**src/design/lpmd_pkg.sv**
```systemverilog
// ----------------------------------------------------------------------------
// lpmd_pkg
// Shared types and constants for the length-prefixed message deframer.
// ----------------------------------------------------------------------------
package lpmd_pkg;

    localparam int unsigned LEN_W    = 14;
    localparam int unsigned SEGS_W   = 16;
    localparam int unsigned HDR_W    = 32;
    localparam int unsigned HBS_W    = 3;
    localparam int unsigned MODE_W   = 2;
    localparam int unsigned CIDX_W   = 2;
    localparam int unsigned CDATA_W  = 14;
    localparam int unsigned IDATA_W  = 8;
    localparam int unsigned IUSER_W  = 2;
    localparam int unsigned ODATA_W  = 32;
    localparam int unsigned OUSER_W  = 3;

    localparam logic [LEN_W-1:0]  LIMIT_RESET = 14'd16000;
    localparam logic [HDR_W:0]    LEN_BIAS    = 33'd4;
    localparam logic [SEGS_W-1:0] SEGS_MAX    = 16'hFFFF;

    localparam logic [MODE_W-1:0] MODE_SEGMENT = 2'd0;
    localparam logic [MODE_W-1:0] MODE_LEN16   = 2'd1;
    localparam logic [MODE_W-1:0] MODE_LEN32   = 2'd2;

    localparam logic [CIDX_W-1:0] REG_FRAME_MODE  = 2'd0;
    localparam logic [CIDX_W-1:0] REG_LEN_OFFSET  = 2'd1;
    localparam logic [CIDX_W-1:0] REG_MAX_MSG_LEN = 2'd2;

    typedef enum logic [1:0] {
        ST_OK   = 2'd0,
        ST_SYNC = 2'd1,
        ST_ZERO = 2'd2
    } status_t;

    typedef struct packed {
        logic [HBS_W-1:0]  hbs;
        logic [HDR_W-1:0]  hv;
        logic [LEN_W-1:0]  rem;
        logic [LEN_W-1:0]  mlen;
        logic [SEGS_W-1:0] segs;
        logic              drop;
    } dir_state_t;

endpackage

```
**src/design/length_prefixed_message_deframer.sv**
```systemverilog
// A request accepted into the input register has its result, if any, placed
// in the result register, which drives the output.
// Throughput: one request per cycle while the output is not stalled; a result
// left untaken holds the next request in the input register.
// Reset (rst_n low, asynchronous): both directions clear their framing state,
// registers return to mode 1, offset 1, limit 16000; no result is pending.
// ----------------------------------------------------------------------------
// length_prefixed_message_deframer
// Finds message boundaries in a two-direction byte stream and reports
// each message length and segment span, or a framing error.
// ----------------------------------------------------------------------------
module length_prefixed_message_deframer
    import lpmd_pkg::*;
(
    input  logic               clk,
    input  logic               rst_n,
    input  logic               cfg_we,
    input  logic [CIDX_W-1:0]  cfg_index,
    input  logic [CDATA_W-1:0] cfg_data,
    input  logic               s_axis_tvalid,
    output logic               s_axis_tready,
    input  logic [IDATA_W-1:0] s_axis_tdata,   // [7:0] data_byte
    input  logic [IUSER_W-1:0] s_axis_tuser,   // [0] direction, [1] seg_first
    input  logic               s_axis_tlast,   // seg_last
    output logic               m_axis_tvalid,
    input  logic               m_axis_tready,
    output logic [ODATA_W-1:0] m_axis_tdata,   // [13:0] msg_len, [29:14] seg_count, [31:30] 0
    output logic [OUSER_W-1:0] m_axis_tuser    // [0] msg_direction, [2:1] status
);

    logic [MODE_W-1:0]  mode_reg;
    logic               offset_reg;
    logic [LEN_W-1:0]   max_reg;

    logic               in_valid_reg;
    logic [IDATA_W-1:0] in_byte_reg;
    logic               in_dir_reg;
    logic               in_first_reg;
    logic               in_last_reg;

    logic               out_valid_reg;
    logic               out_dir_reg;
    status_t            out_status_reg;
    logic [LEN_W-1:0]   out_len_reg;
    logic [SEGS_W-1:0]  out_segs_reg;

    dir_state_t         st_reg [2];
    dir_state_t         st_next;

    logic               advance;
    logic               res_valid;
    status_t            res_status;
    logic [LEN_W-1:0]   res_len;
    logic [SEGS_W-1:0]  res_segs;

    logic               hdr_mode;
    logic [HBS_W-1:0]   hsize;
    logic [HBS_W:0]     pos;
    logic [HDR_W:0]     total;
    logic [LEN_W:0]     cnt_inc;
    logic [LEN_W-1:0]   rem_dec;

    assign advance       = in_valid_reg && (!out_valid_reg || m_axis_tready);
    assign s_axis_tready = !in_valid_reg || advance;

    always_ff @(posedge clk or negedge rst_n)
    begin
        if (!rst_n)
        begin
            mode_reg   <= MODE_LEN16;
            offset_reg <= 1'b1;
            max_reg    <= LIMIT_RESET;
        end
        else if (cfg_we)
        begin
            case (cfg_index)
                REG_FRAME_MODE:  mode_reg   <= cfg_data[MODE_W-1:0];
                REG_LEN_OFFSET:  offset_reg <= cfg_data[0];
                REG_MAX_MSG_LEN: max_reg    <= cfg_data[LEN_W-1:0];
                default:         ;
            endcase
        end
    end

    always_ff @(posedge clk or negedge rst_n)
    begin
        if (!rst_n)
        begin
            in_valid_reg <= 1'b0;
        end
        else if (s_axis_tready)
        begin
            in_valid_reg <= s_axis_tvalid;
        end
    end

    always_ff @(posedge clk)
    begin
        if (s_axis_tready && s_axis_tvalid)
        begin
            in_byte_reg  <= s_axis_tdata;
            in_dir_reg   <= s_axis_tuser[0];
            in_first_reg <= s_axis_tuser[1];
            in_last_reg  <= s_axis_tlast;
        end
    end

    always_comb
    begin
        st_next    = st_reg[in_dir_reg];
        res_valid  = 1'b0;
        res_status = ST_OK;
        res_len    = '0;
        res_segs   = '0;
        hdr_mode   = mode_reg inside {MODE_LEN16, MODE_LEN32};
        hsize      = (mode_reg == MODE_LEN32) ? 3'd4 : (3'd2 + {2'b00, offset_reg});
        pos        = {1'b0, st_next.hbs} + 4'd1;
        total      = '0;
        cnt_inc    = {1'b0, st_next.mlen} + 15'd1;
        rem_dec    = st_next.rem - 14'd1;

        if (in_first_reg)
        begin
            st_next.drop = 1'b0;
            if (!hdr_mode)
            begin
                st_next.hbs  = '0;
                st_next.hv   = '0;
                st_next.rem  = '0;
                st_next.mlen = '0;
                st_next.segs = '0;
            end
            else if (st_next.hbs != '0 || st_next.rem != '0)
            begin
                if (st_next.segs != SEGS_MAX)
                begin
                    st_next.segs = st_next.segs + 16'd1;
                end
            end
        end

        cnt_inc = {1'b0, st_next.mlen} + 15'd1;
        rem_dec = st_next.rem - 14'd1;
        pos     = {1'b0, st_next.hbs} + 4'd1;

        if (!st_next.drop)
        begin
            if (!hdr_mode)
            begin
                if (cnt_inc > {1'b0, max_reg})
                begin
                    res_valid  = 1'b1;
                    res_status = ST_SYNC;
                end
                else if (in_last_reg)
                begin
                    res_valid    = 1'b1;
                    res_status   = ST_OK;
                    res_len      = cnt_inc[LEN_W-1:0];
                    res_segs     = 16'd1;
                    st_next.mlen = '0;
                end
                else
                begin
                    st_next.mlen = cnt_inc[LEN_W-1:0];
                end
            end
            else
            begin
                if (st_next.hbs == '0 && st_next.rem == '0)
                begin
                    st_next.hv   = '0;
                    st_next.segs = 16'd1;
                end
                if (st_next.rem != '0)
                begin
                    st_next.rem = rem_dec;
                    if (rem_dec == '0)
                    begin
                        res_valid  = 1'b1;
                        res_status = ST_OK;
                        res_len    = st_next.mlen;
                        res_segs   = st_next.segs;
                    end
                end
                else
                begin
                    if (mode_reg == MODE_LEN32 || st_next.hbs >= {2'b00, offset_reg})
                    begin
                        st_next.hv = {st_next.hv[HDR_W-9:0], in_byte_reg};
                    end
                    st_next.hbs = pos[HBS_W-1:0];
                    if (pos >= {1'b0, hsize})
                    begin
                        st_next.hbs = '0;
                        if (mode_reg == MODE_LEN16)
                        begin
                            total = {17'd0, st_next.hv[15:0]};
                            if (total == '0)
                            begin
                                res_valid  = 1'b1;
                                res_status = ST_ZERO;
                            end
                            else if (total < {30'd0, hsize})
                            begin
                                total = {30'd0, hsize};
                            end
                        end
                        else
                        begin
                            total = {1'b0, st_next.hv} + LEN_BIAS;
                        end
                        if (!res_valid)
                        begin
                            if (total > {19'd0, max_reg})
                            begin
                                res_valid  = 1'b1;
                                res_status = ST_SYNC;
                            end
                            else
                            begin
                                st_next.mlen = total[LEN_W-1:0];
                                st_next.rem  = total[LEN_W-1:0] - {11'd0, hsize};
                                if (st_next.rem == '0)
                                begin
                                    res_valid  = 1'b1;
                                    res_status = ST_OK;
                                    res_len    = total[LEN_W-1:0];
                                    res_segs   = st_next.segs;
                                end
                            end
                        end
                    end
                end
            end

            if (res_valid && res_status != ST_OK)
            begin
                st_next.hbs  = '0;
                st_next.hv   = '0;
                st_next.rem  = '0;
                st_next.mlen = '0;
                st_next.segs = '0;
                st_next.drop = 1'b1;
                res_len      = '0;
                res_segs     = '0;
            end
        end

        if (in_last_reg)
        begin
            st_next.drop = 1'b0;
        end
    end

    // advance the framing state of the request's direction
    always_ff @(posedge clk or negedge rst_n)
    begin
        if (!rst_n)
        begin
            st_reg[0] <= '0;
            st_reg[1] <= '0;
        end
        else if (advance)
        begin
            st_reg[in_dir_reg] <= st_next;
        end
    end

    always_ff @(posedge clk or negedge rst_n)
    begin
        if (!rst_n)
        begin
            out_valid_reg <= 1'b0;
        end
        else if (advance)
        begin
            out_valid_reg <= res_valid;
        end
        else if (m_axis_tready)
        begin
            out_valid_reg <= 1'b0;
        end
    end

    always_ff @(posedge clk)
    begin
        if (advance && res_valid)
        begin
            out_dir_reg    <= in_dir_reg;
            out_status_reg <= res_status;
            out_len_reg    <= res_len;
            out_segs_reg   <= res_segs;
        end
    end

    assign m_axis_tvalid = out_valid_reg;
    assign m_axis_tdata  = {2'b00, out_segs_reg, out_len_reg};
    assign m_axis_tuser  = {out_status_reg, out_dir_reg};

    a_err_fields_zero: assert property (@(posedge clk) disable iff (!rst_n)
        out_valid_reg && out_status_reg != ST_OK |-> out_len_reg == '0 && out_segs_reg == '0)
        else $error("error result carries length or segment count");

    a_drop_dir0_clear: assert property (@(posedge clk) disable iff (!rst_n)
        st_reg[0].drop |-> st_reg[0].hbs == '0 && st_reg[0].rem == '0 && st_reg[0].mlen == '0)
        else $error("direction 0 dropping with framing state left");

    a_drop_dir1_clear: assert property (@(posedge clk) disable iff (!rst_n)
        st_reg[1].drop |-> st_reg[1].hbs == '0 && st_reg[1].rem == '0 && st_reg[1].mlen == '0)
        else $error("direction 1 dropping with framing state left");

    a_hbs_bound: assert property (@(posedge clk) disable iff (!rst_n)
        !st_reg[0].hbs[HBS_W-1] && !st_reg[1].hbs[HBS_W-1])
        else $error("header byte count past longest header");

    a_stall_holds: assert property (@(posedge clk) disable iff (!rst_n)
        in_valid_reg && !advance |=> in_valid_reg && $stable(in_byte_reg) && $stable(in_dir_reg))
        else $error("stalled request lost from input register");

endmodule
```
**config.mk**
```make
export PLATFORM = sky130hd
export DESIGN_NAME = length_prefixed_message_deframer
export DESIGN_NICKNAME = d
export VERILOG_FILES = /design/src/design/lpmd_pkg.sv /design/src/design/length_prefixed_message_deframer.sv
export SDC_FILE = /design/constraint.sdc
export NUM_CORES = 1
export LEC_CHECK = 0
export ABC_AREA = 1
export BUFFER_PORTS_ARGS = -buffer_cell sky130_fd_sc_hd__buf_2
export CAP_MARGIN = 20
export CELL_PAD_IN_SITES_DETAIL_PLACEMENT = 1
export CELL_PAD_IN_SITES_GLOBAL_PLACEMENT = 1
export CORE_MARGIN = 5
export CORE_UTILIZATION = 25
export DETAILED_ROUTE_END_ITERATION = 10
export PLACE_DENSITY = 0.55
export SYNTH_ARGS = -nofsm -noshare
export SYNTH_HDL_FRONTEND = slang
export SYNTH_SLANG_ARGS = --single-unit
```
**constraint.sdc**
```tcl
create_clock -name clk -period 12.6 [get_ports clk]
set_input_delay 1.89 -clock clk [delete_from_list [all_inputs] [get_ports clk]]
set_output_delay 1.89 -clock clk [all_outputs]
set_load 0.03 [all_outputs]
```
## After elaboration in Yosys (flattened, before gate mapping)

Index checks and enable logic that the tools add are counted.
W data, S select, Z words.

- Add/sub/neg operators: 7
- Magnitude comparators: 7
- Eq/ne operators: 5
- Multiplexer cells: 87
- Bitwise operators: 1
- Reductions and logical operators: 28

Operators by type and width:

| cell | number |
|---|---|
| $mux W80 | 7 |
| $mux W16 | 14 |
| $mux W14 | 14 |
| $mux W33 | 5 |
| $bwmux W160 | 1 |
| $mux W32 | 5 |
| $mux W28 | 3 |
| $demux W80 S1 | 1 |
| $mux W63 | 1 |
| $mux W49 | 1 |
| $logic_not A14 Y1 | 3 |
| $mux W35 | 1 |
| $add A32 B3 Y33 const B | 1 |
| $gt A33 B14 Y1 | 1 |
| $reduce_bool A14 Y1 | 2 |
| $mux W1 | 23 |
| $mux W2 | 9 |
| $add A16 B1 Y16 const B | 1 |
| $logic_not A16 Y1 | 1 |
| $lt A16 B3 Y1 | 1 |
| $ne A16 B16 Y1 const B | 1 |
| $add A14 B1 Y15 const B | 1 |
| $gt A15 B14 Y1 | 1 |
| $sub A14 B1 Y14 const B | 1 |
| other kinds (20) | 36 |

- Flip-flop bits (word level): 223
- Input bits: 32
- Word-level logic and storage cells: 160

## Longest topological paths before layout

Gate-level depths: netlist of the first run.

- Depth after elaboration: 39
- Depth in mapped cells: 55
- Gate-level depth less buffers: 49

## Least setup slack after synthesis of the first run

Ideal clock, no wire load.

- Path type: reg-to-reg
- Start: register mode_reg[0]
- End: register out_dir_reg, enable pin
- Library setup time: 0.388 ns
- Arrival: 6.802 ns
- Required time: 12.212 ns
- Setup slack: 5.411 ns
- Stages on the path, launching flop included: 43
- Buffers on the path: 5
- Period minus slack after synthesis: 7.189 ns
- Cells stage by stage: dfstp_2 -> inv_1 -> ha_1 -> nand2_2 -> inv_2 -> buf_2 -> buf_4 -> buf_2 -> nor2_1 -> inv_1 -> ha_1 -> nor3b_1 -> nand3_2 -> buf_6 -> buf_6 -> nand2_1 -> nand2_1 -> nand2_1 -> [... 7 more ...] -> inv_1 -> ha_1 -> fa_1 -> or2_2 -> nand3b_1 -> nor2_1 -> nand2_1 -> xor2_1 -> nand3_1 -> nor3_1 -> nand2_1 -> nor2_1 -> nand2_2 -> inv_1 -> nand2_1 -> nand3_1 -> nand3_1 -> inv_1

- Word-level cells in the longest chain between the ends: 30
- Elaborated cells between the ends (all ways): 53

RTL lines:

| item | line | RTL |
|---|---|---|
| from (decl) | length_prefixed_message_deframer.sv:31 | `logic [MODE_W-1:0] mode_reg;` |
| from (signal assigned) | length_prefixed_message_deframer.sv:77 | `REG_FRAME_MODE: mode_reg <= cfg_data[MODE_W-1:0];` |
| $eq A2 B1 Y1 or $eq A2 B2 Y1 (tied branches) | -- |  |
| $reduce_bool A2 Y1 | length_prefixed_message_deframer.sv:115 | `hdr_mode = mode_reg inside {MODE_LEN16, MODE_LEN32};` |
| $mux W63 | length_prefixed_message_deframer.sv:125 | `if (!hdr_mode)` |
| $mux W80 | length_prefixed_message_deframer.sv:122 | `if (in_first_reg)` |
| $logic_not A14 Y1 or $logic_not A3 Y1 (tied branches) | length_prefixed_message_deframer.sv:170 | `if (st_next.hbs == '0 && st_next.rem == '0)` |
| $logic_and A1 B1 Y1 | length_prefixed_message_deframer.sv:170 |  |
| $mux W32 | length_prefixed_message_deframer.sv:170 |  |
| $mux W32 | length_prefixed_message_deframer.sv:188 | `if (mode_reg == MODE_LEN32 \|\| st_next.hbs >= {2'b00, offset_reg})` |
| [... 13 more ...] | -- |  |
| $mux W1 | length_prefixed_message_deframer.sv:224 | `if (st_next.rem == '0)` |
| $mux W1 | length_prefixed_message_deframer.sv:215 | `if (total > {19'd0, max_reg})` |
| $mux W1 | length_prefixed_message_deframer.sv:213 | `if (!res_valid)` |
| $mux W1 | length_prefixed_message_deframer.sv:193 | `if (pos >= {1'b0, hsize})` |
| $mux W1 | length_prefixed_message_deframer.sv:175 | `if (st_next.rem != '0)` |
| $mux W1 (*) | length_prefixed_message_deframer.sv:148 | `if (!hdr_mode)` |
| $mux W1 (*) (2 in a row) | length_prefixed_message_deframer.sv:146 | `if (!st_next.drop)` |
| $logic_and A1 B1 Y1 (*) | length_prefixed_message_deframer.sv:288 | `if (advance && res_valid)` |
| to (signal assigned) | length_prefixed_message_deframer.sv:290 | `out_dir_reg <= in_dir_reg;` |
| to (decl) | length_prefixed_message_deframer.sv:42 | `logic out_dir_reg;` |

Every way passes the cells marked *; elsewhere a longest branch is shown, timed or not. The select of a mux whose other input is x is not followed.
A chain may end at the register's enable or synchronous reset.

## Final worst setup path of the first run

- Start: register mode_reg[0]
- End: register st_reg[18] (netlist name)

- Word-level cells in the longest chain between the ends: 33
- Elaborated cells between the ends (all ways): 73

RTL lines:

| item | line | RTL |
|---|---|---|
| $eq A2 B1 Y1 or $eq A2 B2 Y1 (tied branches) | -- |  |
| $reduce_bool A2 Y1 | length_prefixed_message_deframer.sv:115 |  |
| $mux W63 | length_prefixed_message_deframer.sv:125 |  |
| $mux W80 | length_prefixed_message_deframer.sv:122 |  |
| $logic_not A14 Y1 or $logic_not A3 Y1 (tied branches) | length_prefixed_message_deframer.sv:170 |  |
| $logic_and A1 B1 Y1 | length_prefixed_message_deframer.sv:170 |  |
| $mux W32 | length_prefixed_message_deframer.sv:170 |  |
| $mux W32 | length_prefixed_message_deframer.sv:188 |  |
| [... 17 more ...] | -- |  |
| $mux W2 | length_prefixed_message_deframer.sv:175 |  |
| $mux W2 | length_prefixed_message_deframer.sv:148 |  |
| $mux W2 | length_prefixed_message_deframer.sv:146 |  |
| $reduce_bool A2 Y1 | length_prefixed_message_deframer.sv:237 | `if (res_valid && res_status != ST_OK)` |
| $logic_and A1 B1 Y1 | length_prefixed_message_deframer.sv:237 |  |
| $mux W80 | length_prefixed_message_deframer.sv:237 |  |
| $mux W80 (*) | length_prefixed_message_deframer.sv:146 |  |
| $bwmux W160 (*) | length_prefixed_message_deframer.sv:266 | `st_reg[in_dir_reg] <= st_next;` |
| to (signal, indexed assignment) | length_prefixed_message_deframer.sv:266 |  |
| to (decl) | length_prefixed_message_deframer.sv:47 | `dir_state_t st_reg [2];` |

Marks and branches as above.

==> impl_results.html, run 1 <==
<table>
<tr><th>Metric</th><th>Value</th></tr>
<tr><th colspan="2">Drt</th></tr>
<tr><td>Number of DRC violations after detailed-routing iteration 0</td><td>838</td></tr>
<tr><td>Post-route DRC violation count</td><td>0</td></tr>
<tr><td>Detail-routed via count per cell</td><td>4.84</td></tr>
<tr><td>Average detailed-routed wire length per instance</td><td>about 19 microns</td></tr>
<tr><td>Number of routed nets with antenna violations</td><td>0</td></tr>
<tr><td>Total wire length after detailed routing</td><td>60200 microns</td></tr>
<tr><td>Number of detailed-route iterations in the first pass</td><td>4</td></tr>
<tr><td>Number of vias after detailed routing</td><td>15464</td></tr>
<tr><th colspan="2">Run</th></tr>
<tr><td>Maximum Capacitance Violations</td><td>0</td></tr>
<tr><th colspan="2">Clocking</th></tr>
<tr><td>CTS Hold Buffers Added</td><td>0</td></tr>
<tr><td>Post-CTS clock slew at the launch and capture registers of the worst setup and hold paths</td><td>0.07 ns</td></tr>
<tr><td>Number of clock buffers inserted by TritonCTS</td><td>31</td></tr>
<tr><td>Clock Latency Late Sink</td><td>0.61 ns</td></tr>
<tr><td>Number of buffers inserted by post-CTS setup repair</td><td>0</td></tr>
<tr><td>Total number of H-tree levels</td><td>1</td></tr>
<tr><td>Clk sinks</td><td>223</td></tr>
<tr><td>Clock tree from TritonCTS</td><td>yes</td></tr>
<tr><td>Root Buffer</td><td>clkbuf_16</td></tr>
<tr><td>Post-CTS Resized</td><td>0</td></tr>
<tr><td>Clock tree buffer depth</td><td>3</td></tr>
<tr><th colspan="2">Layout</th></tr>
<tr><td># fillers</td><td>7893</td></tr>
<tr><td>FF+latch area</td><td>between 5000 and 6000 sq um</td></tr>
<tr><td>Multi-input logic area</td><td>8710 sq um</td></tr>
<tr><td>Commonest non-fill, non-tap cells in the layout</td><td>nand2_1 (718), nor2_1 (247), inv_1 (214), o21ai_0 (198), dfrtp_1 (171)</td></tr>
<tr><td>Most common library cell in the layout ignoring fill and taps</td><td>nand2_1</td></tr>
<tr><td>Proportion of layout cells with a drive suffix above 1</td><td>11.7%</td></tr>
<tr><td>Area overhead of the layout relative to synthesis</td><td>12.7%</td></tr>
<tr><td>Flip-flop count of the largest register, all copies and words added</td><td>160</td></tr>
<tr><td>Number of diodes added for antenna fixing</td><td>0</td></tr>
<tr><td>Net total in the final layout</td><td>around 2400</td></tr>
<tr><th colspan="2">Global routing</th></tr>
<tr><td>Via count of the first global-routing pass</td><td>~16000</td></tr>
<tr><td>Overall track demand over capacity in global routing</td><td>16.9%</td></tr>
<tr><td>Pin count of the biggest net entering global routing</td><td>about 110</td></tr>
<tr><td>Initial antenna violation count</td><td>0</td></tr>
<tr><td>Overall overflow remaining after global route</td><td>0</td></tr>
<tr><td>First-pass GRT wire length</td><td>95200 microns</td></tr>
<tr><th colspan="2">STA</th></tr>
<tr><td>Post-route clock period utilization</td><td>67.1%</td></tr>
<tr><td>Worst-case setup margin in the final layout</td><td>4.15 ns</td></tr>
<tr><td>Final setup TNS</td><td>0 ns</td></tr>
<tr><td>Final setup violation count</td><td>0</td></tr>
<tr><td>Setup repair after global routing missed its margin</td><td>false</td></tr>
<tr><td>Tightest slew margin relative to the limit</td><td>between 30 and 40%</td></tr>
<tr><td>Number of hold-slack violations in the final timing report</td><td>0</td></tr>
<tr><td>Final Max Tran Viols</td><td>0</td></tr>
<tr><td>Fmax</td><td>between 100 and 150 MHz</td></tr>
<tr><td>Final critical path time including I/O delays and setup</td><td>8.45 ns</td></tr>
<tr><td>Transition time at the pin with the least slew margin</td><td>0.978 ns</td></tr>
<tr><td>Final clock skew</td><td>0.0412 ns</td></tr>
<tr><th colspan="2">Critical path</th></tr>
<tr><td>Reg-to-reg slack, setup</td><td>4.15 ns</td></tr>
<tr><td>Type of destination of the critical path</td><td>register</td></tr>
<tr><td>Worst EP required</td><td>13.12 ns</td></tr>
<tr><td>Cell with the largest stage delay on the worst path</td><td>buf_4</td></tr>
<tr><td>Data arrival time of the worst path</td><td>8.97 ns</td></tr>
<tr><td>Maximum fanout encountered on the critical timing path</td><td>51</td></tr>
<tr><td>Capture instance of the worst register-to-register path</td><td>st_reg[18]</td></tr>
<tr><td>Worst path max stage delay</td><td>0.62 ns</td></tr>
<tr><td>Beginning of the worst register-to-register path</td><td>mode_reg[0]</td></tr>
<tr><td>Most numerous cell on the critical path</td><td>nand2_1</td></tr>
<tr><td>Number of cell instances on the worst register-to-register path</td><td>48</td></tr>
<tr><td>Launching element type of the critical path</td><td>register</td></tr>
<tr><td>Beginning of the critical path</td><td>mode_reg[0]</td></tr>
<tr><td>Crit Path Category</td><td>reg -&gt; reg</td></tr>
<tr><th colspan="2">Synth</th></tr>
<tr><td>Synthesis warning total</td><td>0</td></tr>
<tr><td>Seq/Total Area, Yosys</td><td>36.2%</td></tr>
<tr><td>Syn Inst Count</td><td>2309</td></tr>
<tr><td>Count of flip-flops with a built-in enable after synthesis</td><td>44</td></tr>
<tr><td>Share of synthesized flip-flops with an asynchronous set or reset</td><td>between 80% and 90%</td></tr>
<tr><td>Number of distinct standard cells referenced by the synthesized netlist</td><td>66</td></tr>
<tr><td>Average footprint of a synthesized cell</td><td>6.94 sq um</td></tr>
<tr><td>Summed instance area of the synthesized netlist</td><td>between 15000 and 20000 sq um</td></tr>
<tr><td>Register bit total from synthesis</td><td>223</td></tr>
<tr><td>Leading register cell type out of synthesis</td><td>dfrtp_1</td></tr>
<tr><th colspan="2">Floorplan</th></tr>
<tr><td>Die width</td><td>263 microns</td></tr>
<tr><td>Initial Utilization</td><td>25.3%</td></tr>
<tr><td>Die Height</td><td>263 microns</td></tr>
<tr><td>Die area</td><td>69300 sq um</td></tr>
<tr><td>Std cell rows</td><td>92</td></tr>
<tr><td>Total I/O pin count</td><td>69</td></tr>
<tr><td>Placeable core region</td><td>63300 sq um</td></tr>
<tr><th colspan="2">Placement</th></tr>
<tr><td>Gp weighted congestion</td><td>0.867</td></tr>
<tr><td>IO buf count</td><td>66</td></tr>
<tr><td>Final HPWL DP</td><td>43200 microns</td></tr>
<tr><td>Worst slack at placement</td><td>4.09 ns</td></tr>
<tr><th colspan="2">Power</th></tr>
<tr><td>VDD IR max</td><td>0.109 mV</td></tr>
<tr><td>Final Total Pwr</td><td>3.77 mW</td></tr>
<tr><td>Areal power density over the cells</td><td>approximately 210 nW/um^2</td></tr>
<tr><td>Static leakage</td><td>~8.6 nW</td></tr>
<tr><th colspan="2">Hold path</th></tr>
<tr><td>Worst Hold Endpoint</td><td>st_reg[111]</td></tr>
<tr><td>Worst hold path type</td><td>reg -&gt; reg</td></tr>
<tr><td>Cell count of the worst hold path</td><td>2</td></tr>
<tr><td>Start point of the worst hold path</td><td>st_reg[111]</td></tr>
<tr><th colspan="2">Status</th></tr>
<tr><td>Status</td><td>completed</td></tr>
</table>
==> kinds of logic after synthesis <==
family | Yosys count | synth area share [%]
simple gates | 1248 | 33.4
buf+inv | 350 | 9.53
compound gates | 390 | 14.2
mux | 10 | 0.624
xor+xnor | 38 | 2.12
fa+ha+maj | 49 | 3.87
other cells | 1 | 0.0234
flops | 223 | 36.2
==> critical path, delay by kind of cell, from the launching register on <==
family	cells	cell delay [ns]
AO/OA/AOI/OAI	8	1.13
adder cells (fa/ha/maj)	3	0.82
AND/OR/NAND/NOR	29	3.91
buffers and inverters	8	1.92
flip-flops	1	0.54
==> cell type report <==
class / instances / area share, %
Inverter: 238 / 5.00
Sequential cell: 223 / 32.1
Timing Repair Buffer: 94 / 3.15
Multi-Input combinational cell: 1737 / 48.2
Tap cell: 846 / 5.86
Clock inverter: 10 / 0.533
Clock buffer: 48 / 5.14
==> report_power, final <==
group | internal [mW] | switching [mW] | total [mW]
Combinational | 0.516 | 1.27 | 1.78
Clock | 0.527 | 0.356 | 0.882
Sequential | 0.986 | 0.122 | 1.11
Total | 2.03 | 1.74 | 3.77
==> through the flow <==
step | utilization [%] | cell area [sq um] | std cells | hold slack (ns)
after floorplan | - | 16000 | 2310 | 0.444
after global placement | 26.9 | 17000 | 3137 | 0.459
after detailed placement | 26.9 | 17000 | 3137 | 0.464
after CTS | 28.5 | 18100 | 3195 | 0.479
after global routing | 28.6 | 18100 | 3196 | 0.492
final | 28.6 | 18100 | 3196 | 0.476
==> worst max path at each step <==
stage / endpoint
5_1_grt: st_reg[37]
3_5_place_dp: st_reg[18]
2_1_floorplan: out_dir_reg
3_3_place_gp: st_reg[18]
4_1_cts: st_reg[18]
6_report: st_reg[18]
==> synth_stat cells (3+ instances only) <==
cell type | number | area, sq um
inv_2 | 18 | 67.6
a31oi_1 | 3 | 18.8
xor2_1 | 32 | 280
nor2_4 | 4 | 45.0
nor4_1 | 8 | 50.1
o21ai_1 | 61 | 305
nand4_1 | 31 | 194
clkinv_1 | 3 | 11.3
a211oi_1 | 5 | 37.5
dfrtp_1 | 171 | 4280
xnor2_1 | 5 | 43.8
nand3_2 | 4 | 40.0
inv_1 | 216 | 811
buf_1 | 3 | 11.3
mux2i_1 | 10 | 100
buf_4 | 17 | 128
o31ai_1 | 5 | 37.5
o211ai_1 | 9 | 67.6
a22oi_2 | 14 | 175
o21ai_0 | 198 | 991
clkbuf_1 | 59 | 221
nor2_2 | 20 | 125
edfxtp_1 | 44 | 1320
nor3_2 | 6 | 60.1
buf_2 | 17 | 85.1
ha_1 | 48 | 601
buf_6 | 15 | 169
o21ai_2 | 5 | 43.8
nor2_1 | 249 | 935
a22oi_1 | 21 | 158
o22ai_1 | 9 | 56.3
or2_1 | 5 | 31.3
nand2_1 | 718 | 2700
nor3_1 | 35 | 175
or2_2 | 13 | 81.3
a21oi_1 | 41 | 205
o221ai_1 | 8 | 70.1
nand2_4 | 7 | 78.8
nand2_2 | 14 | 87.6
dfstp_2 | 8 | 210
nand3_1 | 118 | 591
==> layer usage <==
layer	global-route usage, %	up-vias	wire [microns]	part of all wire [%]
met5	0	-	0	0
met4	4.51	0	1660	2.8
li1	-	7527	-	-
met1	21.9	7630	27200	45
met2	29.8	227	29600	49
met3	1.89	80	1750	2.9
Power figures use the tool's default switching activity.
==> inputs of run 2 (changes only) <==
--- a/config.mk
+++ b/config.mk
@@ -5,7 +5,7 @@
 export SDC_FILE = /design/constraint.sdc
 export NUM_CORES = 1
 export LEC_CHECK = 0
-export ABC_AREA = 1
+export ABC_AREA = 0
 export BUFFER_PORTS_ARGS = -buffer_cell sky130_fd_sc_hd__buf_2
 export CAP_MARGIN = 20
 export CELL_PAD_IN_SITES_DETAIL_PLACEMENT = 1
@@ -13,7 +13,7 @@
 export CORE_MARGIN = 5
 export CORE_UTILIZATION = 25
 export DETAILED_ROUTE_END_ITERATION = 10
-export PLACE_DENSITY = 0.55
+export PLACE_DENSITY = 0.53
 export SYNTH_ARGS = -nofsm -noshare
 export SYNTH_HDL_FRONTEND = slang
 export SYNTH_SLANG_ARGS = --single-unit
==> constraint.sdc (replaced) <==
create_clock -name clk -period 8.4 [get_ports clk]
set_input_delay 1.26 -clock clk [delete_from_list [all_inputs] [get_ports clk]]
set_output_delay 1.26 -clock clk [all_outputs]
set_load 0.03 [all_outputs]
==> run 2 against run 1 <==
  * Total power up 36%
  * Wire length down 0.92%
  * Sequential share of layout area down 0.13 points
  * Synthesized area down 3.1%
  * Non-clock buffer count up 51
  * Critical path depth down 12
  * Via count down 8.7%
  * Final cell count down 16%
  * Register-to-register slack worse by 3.7 ns
  * Combinational power up 38%
  * Worst setup slack worse by 3.7 ns
  * Largest cell class unchanged
==> impl_results.html, run 2 <==
<table>
<tr><th>Metric</th><th>Value</th></tr>
<tr><th colspan="2">Synth</th></tr>
<tr><td>Summed instance area of the synthesized netlist</td><td>15500 sq um (-3.1%)</td></tr>
<tr><td>Leading register cell type out of synthesis</td><td>dfrtp_1</td></tr>
<tr><td>Synthesis warning total</td><td>0 (unchanged)</td></tr>
<tr><td>Library cell with the highest instance count after synthesis</td><td>nand2_1</td></tr>
<tr><td>Share of synthesized flip-flops with an asynchronous set or reset</td><td>80.3% (unchanged)</td></tr>
<tr><td>Count of flip-flops with a built-in enable after synthesis</td><td>44 (unchanged)</td></tr>
<tr><td>Library cell occupying the most area in the post-synthesis netlist</td><td>dfrtp_1</td></tr>
<tr><td>Register bit total from synthesis</td><td>223 (unchanged)</td></tr>
<tr><td>Syn Inst Count</td><td>1748 (-24%)</td></tr>
<tr><td>Average footprint of a synthesized cell</td><td>8.89 sq um (+28%)</td></tr>
<tr><td>Cell types occupying the most area after synthesis</td><td>dfrtp_1 (28%), edfxtp_1 (8.5%), mux2_2 (6.2%)</td></tr>
<tr><td>Number of distinct standard cells referenced by the synthesized netlist</td><td>97 (+47%)</td></tr>
<tr><td>Seq/Total Area, Yosys</td><td>37.4% (+1.2 points)</td></tr>
<tr><td>Most numerous cell types in the synthesized netlist</td><td>nand2_1 (216), dfrtp_1 (171), nor2_1 (149)</td></tr>
<tr><td>Area share of the largest cell type after synthesis</td><td>27.5% (+0.86 points)</td></tr>
<tr><th colspan="2">Clocking</th></tr>
<tr><td>Clock Latency Late Sink</td><td>0.58 ns (-0.03 ns)</td></tr>
<tr><td>Total number of H-tree levels</td><td>1 (unchanged)</td></tr>
<tr><td>Root Buffer</td><td>clkbuf_16</td></tr>
<tr><td>Number of clock buffers inserted by TritonCTS</td><td>28 (-9.7%)</td></tr>
<tr><td>Clock tree from TritonCTS</td><td>yes</td></tr>
<tr><td>Clk sinks</td><td>223 (unchanged)</td></tr>
<tr><td>CTS Hold Buffers Added</td><td>0 (unchanged)</td></tr>
<tr><td>Post-CTS clock slew at the launch and capture registers of the worst setup and hold paths</td><td>0.06 ns (about the same)</td></tr>
<tr><td>Clock tree buffer depth</td><td>3 (unchanged)</td></tr>
<tr><th colspan="2">Global routing</th></tr>
<tr><td>Initial antenna violation count</td><td>2 (+2)</td></tr>
<tr><td>Pin count of the biggest net entering global routing</td><td>103 (-2.8%)</td></tr>
<tr><td>Via count of the first global-routing pass</td><td>14951 (-8.6%)</td></tr>
<tr><td>Overall overflow remaining after global route</td><td>0 (unchanged)</td></tr>
<tr><td>First-pass GRT wire length</td><td>92000 microns (-3.4%)</td></tr>
<tr><td>Overall track demand over capacity in global routing</td><td>17.3% (+0.39 points)</td></tr>
<tr><th colspan="2">Critical path</th></tr>
<tr><td>Type of destination of the critical path</td><td>register</td></tr>
<tr><td>Crit Path Category</td><td>reg -&gt; reg</td></tr>
<tr><td>Launching element type of the critical path</td><td>register</td></tr>
<tr><td>Maximum fanout encountered on the critical timing path</td><td>16 (-69%)</td></tr>
<tr><td>Worst path max stage delay</td><td>0.76 ns (+0.14 ns)</td></tr>
<tr><td>Worst EP required</td><td>8.79 ns (-4.33 ns)</td></tr>
<tr><td>Data arrival time of the worst path</td><td>8.38 ns (-0.59 ns)</td></tr>
<tr><td>Beginning of the critical path</td><td>mode_reg[0]</td></tr>
<tr><td>Cell with the largest stage delay on the worst path</td><td>or4b_2</td></tr>
<tr><td>Beginning of the worst register-to-register path</td><td>mode_reg[0]</td></tr>
<tr><th colspan="2">STA</th></tr>
<tr><td>Final setup TNS</td><td>0 ns (unchanged)</td></tr>
<tr><td>Transition time at the pin with the least slew margin</td><td>1.03 ns (+0.0475 ns)</td></tr>
<tr><td>Final Max Tran Viols</td><td>0 (unchanged)</td></tr>
<tr><td>Fmax</td><td>125 MHz (+5.9%)</td></tr>
<tr><td>Final setup violation count</td><td>0 (unchanged)</td></tr>
<tr><td>Number of hold-slack violations in the final timing report</td><td>0 (unchanged)</td></tr>
<tr><td>Tightest slew margin relative to the limit</td><td>31.6% (-3.0 points)</td></tr>
<tr><td>Final clock skew</td><td>0.0312 ns (-0.00993 ns)</td></tr>
<tr><td>Post-route clock period utilization</td><td>95.0% (+28 points)</td></tr>
<tr><td>Final critical path time including I/O delays and setup</td><td>7.98 ns (-0.468 ns)</td></tr>
<tr><th colspan="2">Hold path</th></tr>
<tr><td>Start point of the worst hold path</td><td>st_reg[143]</td></tr>
<tr><td>Worst hold path type</td><td>reg -&gt; reg</td></tr>
<tr><th colspan="2">Floorplan</th></tr>
<tr><td>Std cell rows</td><td>91 (-1.1%)</td></tr>
<tr><td>Die area</td><td>67200 sq um (-3.0%)</td></tr>
<tr><td>Initial Utilization</td><td>25.2% (-0.11 points)</td></tr>
<tr><td>Placeable core region</td><td>61600 sq um (-2.7%)</td></tr>
<tr><td>Total I/O pin count</td><td>69 (unchanged)</td></tr>
<tr><td>Die Height</td><td>259 microns (-1.5%)</td></tr>
<tr><td>Die width</td><td>259 microns (-1.5%)</td></tr>
<tr><th colspan="2">Power</th></tr>
<tr><td>Areal power density over the cells</td><td>283 nW/um^2 (+36%)</td></tr>
<tr><td>VDD IR max</td><td>0.141 mV (+30%)</td></tr>
<tr><td>Static leakage</td><td>7.46 nW (-13%)</td></tr>
<tr><th colspan="2">Layout</th></tr>
<tr><td>Commonest non-fill, non-tap cells in the layout</td><td>nand2_1 (215), dfrtp_1 (171), nor2_1 (147), mux2_2 (86), o21ai_1 (85)</td></tr>
<tr><td>FF+latch area</td><td>5810 sq um (unchanged)</td></tr>
<tr><td>Area overhead of the layout relative to synthesis</td><td>16.9%</td></tr>
<tr><td>Most common library cell in the layout ignoring fill and taps</td><td>nand2_1</td></tr>
<tr><td>Net total in the final layout</td><td>1899 (-21%)</td></tr>
<tr><td>Proportion of layout cells with a drive suffix above 1</td><td>19.5% (+7.8 points)</td></tr>
<tr><td>Flip-flop count of the largest register, all copies and words added</td><td>160 (unchanged)</td></tr>
<tr><td>Non-Filler Instances</td><td>2677 (-16%)</td></tr>
<tr><td>Number of diodes added for antenna fixing</td><td>0 (unchanged)</td></tr>
<tr><td># fillers</td><td>7185 (-9.0%)</td></tr>
<tr><td>Multi-input logic area</td><td>9170 sq um (+5.2%)</td></tr>
<tr><th colspan="2">Placement</th></tr>
<tr><td>Final HPWL DP</td><td>44000 microns (+1.9%)</td></tr>
<tr><td>IO buf count</td><td>66 (unchanged)</td></tr>
<tr><td>Number of cells after detailed placement</td><td>2620 (-16%)</td></tr>
<tr><td>Gp weighted congestion</td><td>0.885 (+2.0%)</td></tr>
<tr><th colspan="2">Drt</th></tr>
<tr><td>Number of vias after detailed routing</td><td>14120 (-8.7%)</td></tr>
<tr><td>Number of DRC violations after detailed-routing iteration 0</td><td>779 (-7.0%)</td></tr>
<tr><td>Number of detailed-route iterations in the first pass</td><td>5 (+1)</td></tr>
<tr><td>Average detailed-routed wire length per instance</td><td>22.3 microns (+18%)</td></tr>
<tr><td>Post-route DRC violation count</td><td>0 (unchanged)</td></tr>
<tr><td>Detail-routed via count per cell</td><td>5.27 (+9.0%)</td></tr>
<tr><td>Total wire length after detailed routing</td><td>59600 microns (-0.92%)</td></tr>
<tr><td>Number of routed nets with antenna violations</td><td>0 (unchanged)</td></tr>
<tr><th colspan="2">Status</th></tr>
<tr><td>Status</td><td>completed</td></tr>
<tr><th colspan="2">Run</th></tr>
<tr><td>Maximum Capacitance Violations</td><td>0 (unchanged)</td></tr>
</table>
run 2: cell types whose count changed after synthesis, sizes merged, moves of 39 or more:
cell	delta
nand3	-84
a21oi	+39
inv	-181
nand2	-523
mux2i	+41
mux2	+93
nor2	-117
o21ai	-125
run 2: final timing paths:
path,to,slack [ns],depth (start not counted)
setup / recovery,out_segs_reg[0],0.42,36
hold / removal,st_reg[143],0.48,2
max in group asynchronous,st_reg[105],6.39,3
hold reg to reg,st_reg[143],0.48,2
setup reg to reg,out_segs_reg[0],0.42,36
min in group asynchronous,st_reg[71],0.80,1
run 2: layer usage:
| metal | global-route usage (%) | vias to the layer above | share of wire, % |
|---|---|---|---|
| li1 | - | 6599 | - |
| met3 | 2.72 | 77 | 4.8 |
| met4 | 3.65 | 0 | 2.1 |
| met2 | 28.3 | 311 | 46 |
| met5 | 0 | - | 0 |
| met1 | 24.2 | 7133 | 47 |
run 2: repair_timing:
item                       in CTS  in global routing
gates resized for setup         0                 10
setup endpoints to repair       0                215
buffers inserted                0                  3
run 2: critical path: cells and delay by family, from the launching register on:
family	cells	cell delay [ns]
buf+inv	7	1.14
mux	2	0.46
compound gates	12	2.02
fa+ha+maj	4	1.13
simple gates	11	2.50
flops	1	0.53
run 2: where the power goes:
part | switching [mW] | internal, mW | total, mW
registers | 0.124 | 1.32 | 1.44
logic | 1.62 | 0.841 | 2.46
clock network | 0.496 | 0.743 | 1.24
total | 2.24 | 2.90 | 5.14
run 2: logic make-up (layout without fill, tap and decap cells):
group                    count (synthesis)  count (layout)  synth area share, %
AO/OA/AOI/OAI                          475             476                 21.3
XOR/XNOR                                46              46                 2.59
adder cells (fa/ha/maj)                 49              49                 4.00
buffers and inverters                  160             250                 4.47
flip-flops                             223             223                 37.4
multiplexers                           144             144                 10.1
other                                    1               2               0.0241
AND/OR/NAND/NOR                        650             650                 20.1
run 2: area by class of cell:
type	count	share of cell area [%]
inverter	53	1.10
clock inverter	11	0.572
tap	837	5.77
timing repair buffer	145	5.45
sequential	223	32.0
multi-input combinational	1367	50.5
clock buffer	41	4.58
run 2: metrics by stage:
step	utilization, %	power, mW	hold slack [ns]	setup WS (ns)	instance area [sq um]
2_1_floorplan	-	3.00	0.448	0.0198	15600
3_3_place_gp	27.7	3.83	0.461	0.406	17100
3_5_place_dp	27.7	3.87	0.469	0.146	17100
4_1_cts	29.3	5.14	0.482	0.0484	18000
5_1_grt	29.5	5.46	0.496	-0.0148	18100
6_report	29.5	5.14	0.476	0.416	18100
==> inputs of run 3 (changes only) <==
--- a/config.mk
+++ b/config.mk
@@ -11,9 +11,10 @@
 export CELL_PAD_IN_SITES_DETAIL_PLACEMENT = 1
 export CELL_PAD_IN_SITES_GLOBAL_PLACEMENT = 1
 export CORE_MARGIN = 5
-export CORE_UTILIZATION = 25
+export CORE_UTILIZATION = 40
 export DETAILED_ROUTE_END_ITERATION = 10
-export PLACE_DENSITY = 0.53
+export PLACE_DENSITY = 0.75
+export SLEW_MARGIN = 20
 export SYNTH_ARGS = -nofsm -noshare
 export SYNTH_HDL_FRONTEND = slang
 export SYNTH_SLANG_ARGS = --single-unit
==> run 3 against run 2 <==
  * Global-route usage rose by 7.5 points
  * Worst hold slack improved by 0.0034 ns
  * Register-to-register slack got worse by 0.05 ns
  * Clock-buffer cell count rose by 1
  * Design area fell by 2.7%
  * Non-clock buffer count fell by 20
  * Combinational power fell by 2%
==> impl_results.html, run 3 (synthesized netlist as in run 2, its figures left out) <==
<table>
<tr><th>Metric</th><th>Value</th></tr>
<tr><th colspan="2">Critical path</th></tr>
<tr><td>Crit Path Category</td><td>reg -&gt; reg</td></tr>
<tr><td>Worst EP required</td><td>8.90 ns (+0.11 ns)</td></tr>
<tr><td>Cell with the largest stage delay on the worst path</td><td>or4b_2</td></tr>
<tr><td>Category of cells accounting for the largest share of critical-path delay</td><td>simple AND/OR/NAND/NOR gates</td></tr>
<tr><td>Reg-to-reg slack, setup</td><td>0.37 ns (-0.05 ns)</td></tr>
<tr><td>Data arrival time of the worst path</td><td>8.53 ns (+0.15 ns)</td></tr>
<tr><td>Worst Path Buf+Inv</td><td>5 (-2)</td></tr>
<tr><td>Worst path max stage delay</td><td>0.78 ns (+0.02 ns)</td></tr>
<tr><td>Launching element type of the critical path</td><td>register</td></tr>
<tr><td>Levels on crit path</td><td>34 (-5.6%)</td></tr>
<tr><td>Beginning of the critical path</td><td>mode_reg[0]</td></tr>
<tr><td>Number of cell instances on the worst register-to-register path</td><td>34 (-5.6%)</td></tr>
<tr><td>Beginning of the worst register-to-register path</td><td>mode_reg[0]</td></tr>
<tr><td>Maximum fanout encountered on the critical timing path</td><td>14 (-2)</td></tr>
<tr><td>Type of destination of the critical path</td><td>register</td></tr>
<tr><th colspan="2">Power</th></tr>
<tr><td>VDD IR max</td><td>0.181 mV (+28%)</td></tr>
<tr><td>Static leakage</td><td>7.36 nW (-1.4%)</td></tr>
<tr><td>Areal power density over the cells</td><td>289 nW/um^2 (+2.2%)</td></tr>
<tr><th colspan="2">Global routing</th></tr>
<tr><td>Initial antenna violation count</td><td>0 (-2)</td></tr>
<tr><td>First-pass GRT wire length</td><td>87200 microns (-5.2%)</td></tr>
<tr><td>Via count of the first global-routing pass</td><td>15063 (+0.75%)</td></tr>
<tr><td>Pin count of the biggest net entering global routing</td><td>78 (-24%)</td></tr>
<tr><td>Overall overflow remaining after global route</td><td>0 (unchanged)</td></tr>
<tr><td>Overall track demand over capacity in global routing</td><td>24.8% (+7.5 points)</td></tr>
<tr><th colspan="2">Drt</th></tr>
<tr><td>Wire length on met3</td><td>3120 microns (+8.4%)</td></tr>
<tr><td>Average detailed-routed wire length per instance</td><td>23.8 microns (+6.7%)</td></tr>
<tr><td>Post-route DRC violation count</td><td>0 (unchanged)</td></tr>
<tr><td>Total wire length after detailed routing</td><td>55600 microns (-6.8%)</td></tr>
<tr><td>Highest metal layer used by the detailed router</td><td>met4</td></tr>
<tr><td>Number of vias after detailed routing</td><td>14571 (+3.2%)</td></tr>
<tr><td>Number of routed nets with antenna violations</td><td>0 (unchanged)</td></tr>
<tr><td>Number of DRC violations after detailed-routing iteration 0</td><td>1331 (+71%)</td></tr>
<tr><td>Routed met1 length</td><td>24900 microns (-11%)</td></tr>
<tr><td>Number of detailed-route iterations in the first pass</td><td>5 (unchanged)</td></tr>
<tr><td>Met2 routed wirelength</td><td>25900 microns (-5.8%)</td></tr>
<tr><td>Detail-routed via count per cell</td><td>6.23 (+18%)</td></tr>
<tr><th colspan="2">Placement</th></tr>
<tr><td>Gp weighted congestion</td><td>0.959 (+8.4%)</td></tr>
<tr><td>Final HPWL DP</td><td>40400 microns (-8.1%)</td></tr>
<tr><td>IO buf count</td><td>66 (unchanged)</td></tr>
<tr><td>Post-detailed-placement cell area</td><td>16500 sq um (-3.4%)</td></tr>
<tr><th colspan="2">STA</th></tr>
<tr><td>Final setup violation count</td><td>0 (unchanged)</td></tr>
<tr><td>Post-route clock period utilization</td><td>95.6% (+0.55 points)</td></tr>
<tr><td>Final clock skew</td><td>0.0251 ns (-0.00614 ns)</td></tr>
<tr><td>Final setup TNS</td><td>0 ns (unchanged)</td></tr>
<tr><td>Fmax</td><td>125 MHz (-0.57%)</td></tr>
<tr><td>Final Max Tran Viols</td><td>0 (unchanged)</td></tr>
<tr><td>Setup repair after global routing missed its margin</td><td>true</td></tr>
<tr><td>Tightest slew margin relative to the limit</td><td>26.9% (-4.8 points)</td></tr>
<tr><td>Transition time at the pin with the least slew margin</td><td>1.10 ns (+0.0716 ns)</td></tr>
<tr><td>Number of hold-slack violations in the final timing report</td><td>0 (unchanged)</td></tr>
<tr><td>Final critical path time including I/O delays and setup</td><td>8.03 ns (+0.0461 ns)</td></tr>
<tr><th colspan="2">Layout</th></tr>
<tr><td>Net total in the final layout</td><td>1879 (-1.1%)</td></tr>
<tr><td>Commonest non-fill, non-tap cells in the layout</td><td>nand2_1 (214), dfrtp_1 (171), nor2_1 (145), mux2_2 (86), o21ai_1 (84)</td></tr>
<tr><td>Most common library cell in the layout ignoring fill and taps</td><td>nand2_1</td></tr>
<tr><td>Flip-flop count of the largest register, all copies and words added</td><td>160 (unchanged)</td></tr>
<tr><td>Post-route cell area</td><td>17700 sq um (-2.7%)</td></tr>
<tr><td>Area overhead of the layout relative to synthesis</td><td>13.7%</td></tr>
<tr><td>Proportion of layout cells with a drive suffix above 1</td><td>19.0% (-0.45 points)</td></tr>
<tr><td>Number of diodes added for antenna fixing</td><td>0 (unchanged)</td></tr>
<tr><th colspan="2">Clocking</th></tr>
<tr><td>Clock tree buffer depth</td><td>3 (unchanged)</td></tr>
<tr><td>Clk sinks</td><td>223 (unchanged)</td></tr>
<tr><td>Root Buffer</td><td>clkbuf_16</td></tr>
<tr><td>Total number of H-tree levels</td><td>1 (unchanged)</td></tr>
<tr><td>Number of clock buffers inserted by TritonCTS</td><td>28 (unchanged)</td></tr>
<tr><td>CTS Hold Buffers Added</td><td>0 (unchanged)</td></tr>
<tr><td>Post-CTS clock slew at the launch and capture registers of the worst setup and hold paths</td><td>0.06 ns (about the same)</td></tr>
<tr><td>Clock tree from TritonCTS</td><td>yes</td></tr>
<tr><td>Clock Latency Late Sink</td><td>0.57 ns (about the same)</td></tr>
<tr><th colspan="2">Status</th></tr>
<tr><td>Status</td><td>completed</td></tr>
<tr><th colspan="2">Hold path</th></tr>
<tr><td>Start point of the worst hold path</td><td>st_reg[133]</td></tr>
<tr><td>Cell count of the worst hold path</td><td>2 (unchanged)</td></tr>
<tr><td>Worst hold path type</td><td>reg -&gt; reg</td></tr>
<tr><th colspan="2">Floorplan</th></tr>
<tr><td>Std cell rows</td><td>72 (-21%)</td></tr>
<tr><td>Die area</td><td>42900 sq um (-36%)</td></tr>
<tr><td>Initial Utilization</td><td>40.3% (+15 points)</td></tr>
<tr><td>Die width</td><td>207 microns (-20%)</td></tr>
<tr><td>Placeable core region</td><td>38600 sq um (-37%)</td></tr>
<tr><td>Total I/O pin count</td><td>69 (unchanged)</td></tr>
<tr><td>Die Height</td><td>207 microns (-20%)</td></tr>
<tr><th colspan="2">Run</th></tr>
<tr><td>Maximum Capacitance Violations</td><td>0 (unchanged)</td></tr>
</table>
## run 3: changes by cell type in the layout (fill, tap and decap cells not counted), moves of 2 or more
cell      previous run  this run
a21oi_2              1         3
clkbuf_1             7         9
nor2_4               1         5
inv_6                0         2
nor2_1             147       145
buf_4               75        55
clkinv_2             5         0
a21oi_1             79        77
nor2_2               8         6
## run 3: cell type report
cell class	count	area, sq um
well taps	518	648
flip-flops and latches	223	5810
fillers	4585	20900
multi-input cells	1367	9220
repair buffers	125	830
clock buffers	42	815
clock inverters	10	138
inverters	53	199
## run 3: worst paths after layout
path | to
max in group asynchronous | st_reg[49]
worst max-delay path | st_reg[47]
worst min-delay path | st_reg[133]
min in group asynchronous | in_valid_reg
worst max register to register | st_reg[47]
worst min register to register | st_reg[133]
## run 3: repair_timing
| item | 4_1_cts | 5_1_grt |
|---|---|---|
| gates resized for setup | 0 | 21 |
| setup endpoints to repair | 0 | 215 |
| hold endpoints to repair | 0 | 0 |
| buffers inserted | 0 | 8 |
## run 3: stage by stage
stage	cells	utilization [%]	worst slack (ns)	hold slack, ns	power [mW]
after floorplan	1749	-	0.0198	0.448	3.00
after global placement	2277	42.8	0.356	0.461	3.68
after detailed placement	2277	42.8	0.163	0.472	3.76
after CTS	2329	45.3	0.0645	0.485	5.03
after global routing	2338	45.8	-0.0531	0.503	5.37
final	2338	45.8	0.370	0.480	5.11
## run 3: routing by layer
metal  up-vias  GRT usage, %
li1       6552             -
met1      7360          34.8
met2       538          40.8
met3       121          3.22
met4         0          6.34
met5         -             0
## run 3: worst reg2reg max path, delay by kind of cell, from the launching register on
kind | cells | cell delay (ns)
multiplexers | 2 | 0.40
buffers and inverters | 5 | 0.71
AO/OA/AOI/OAI | 12 | 2.26
AND/OR/NAND/NOR | 11 | 2.70
adder cells (fa/ha/maj) | 4 | 1.36
flip-flops | 1 | 0.53
## run 3: power breakdown
group          internal [mW]  switching [mW]
clock                  0.761           0.488
combinational          0.819            1.60
sequential              1.32           0.128
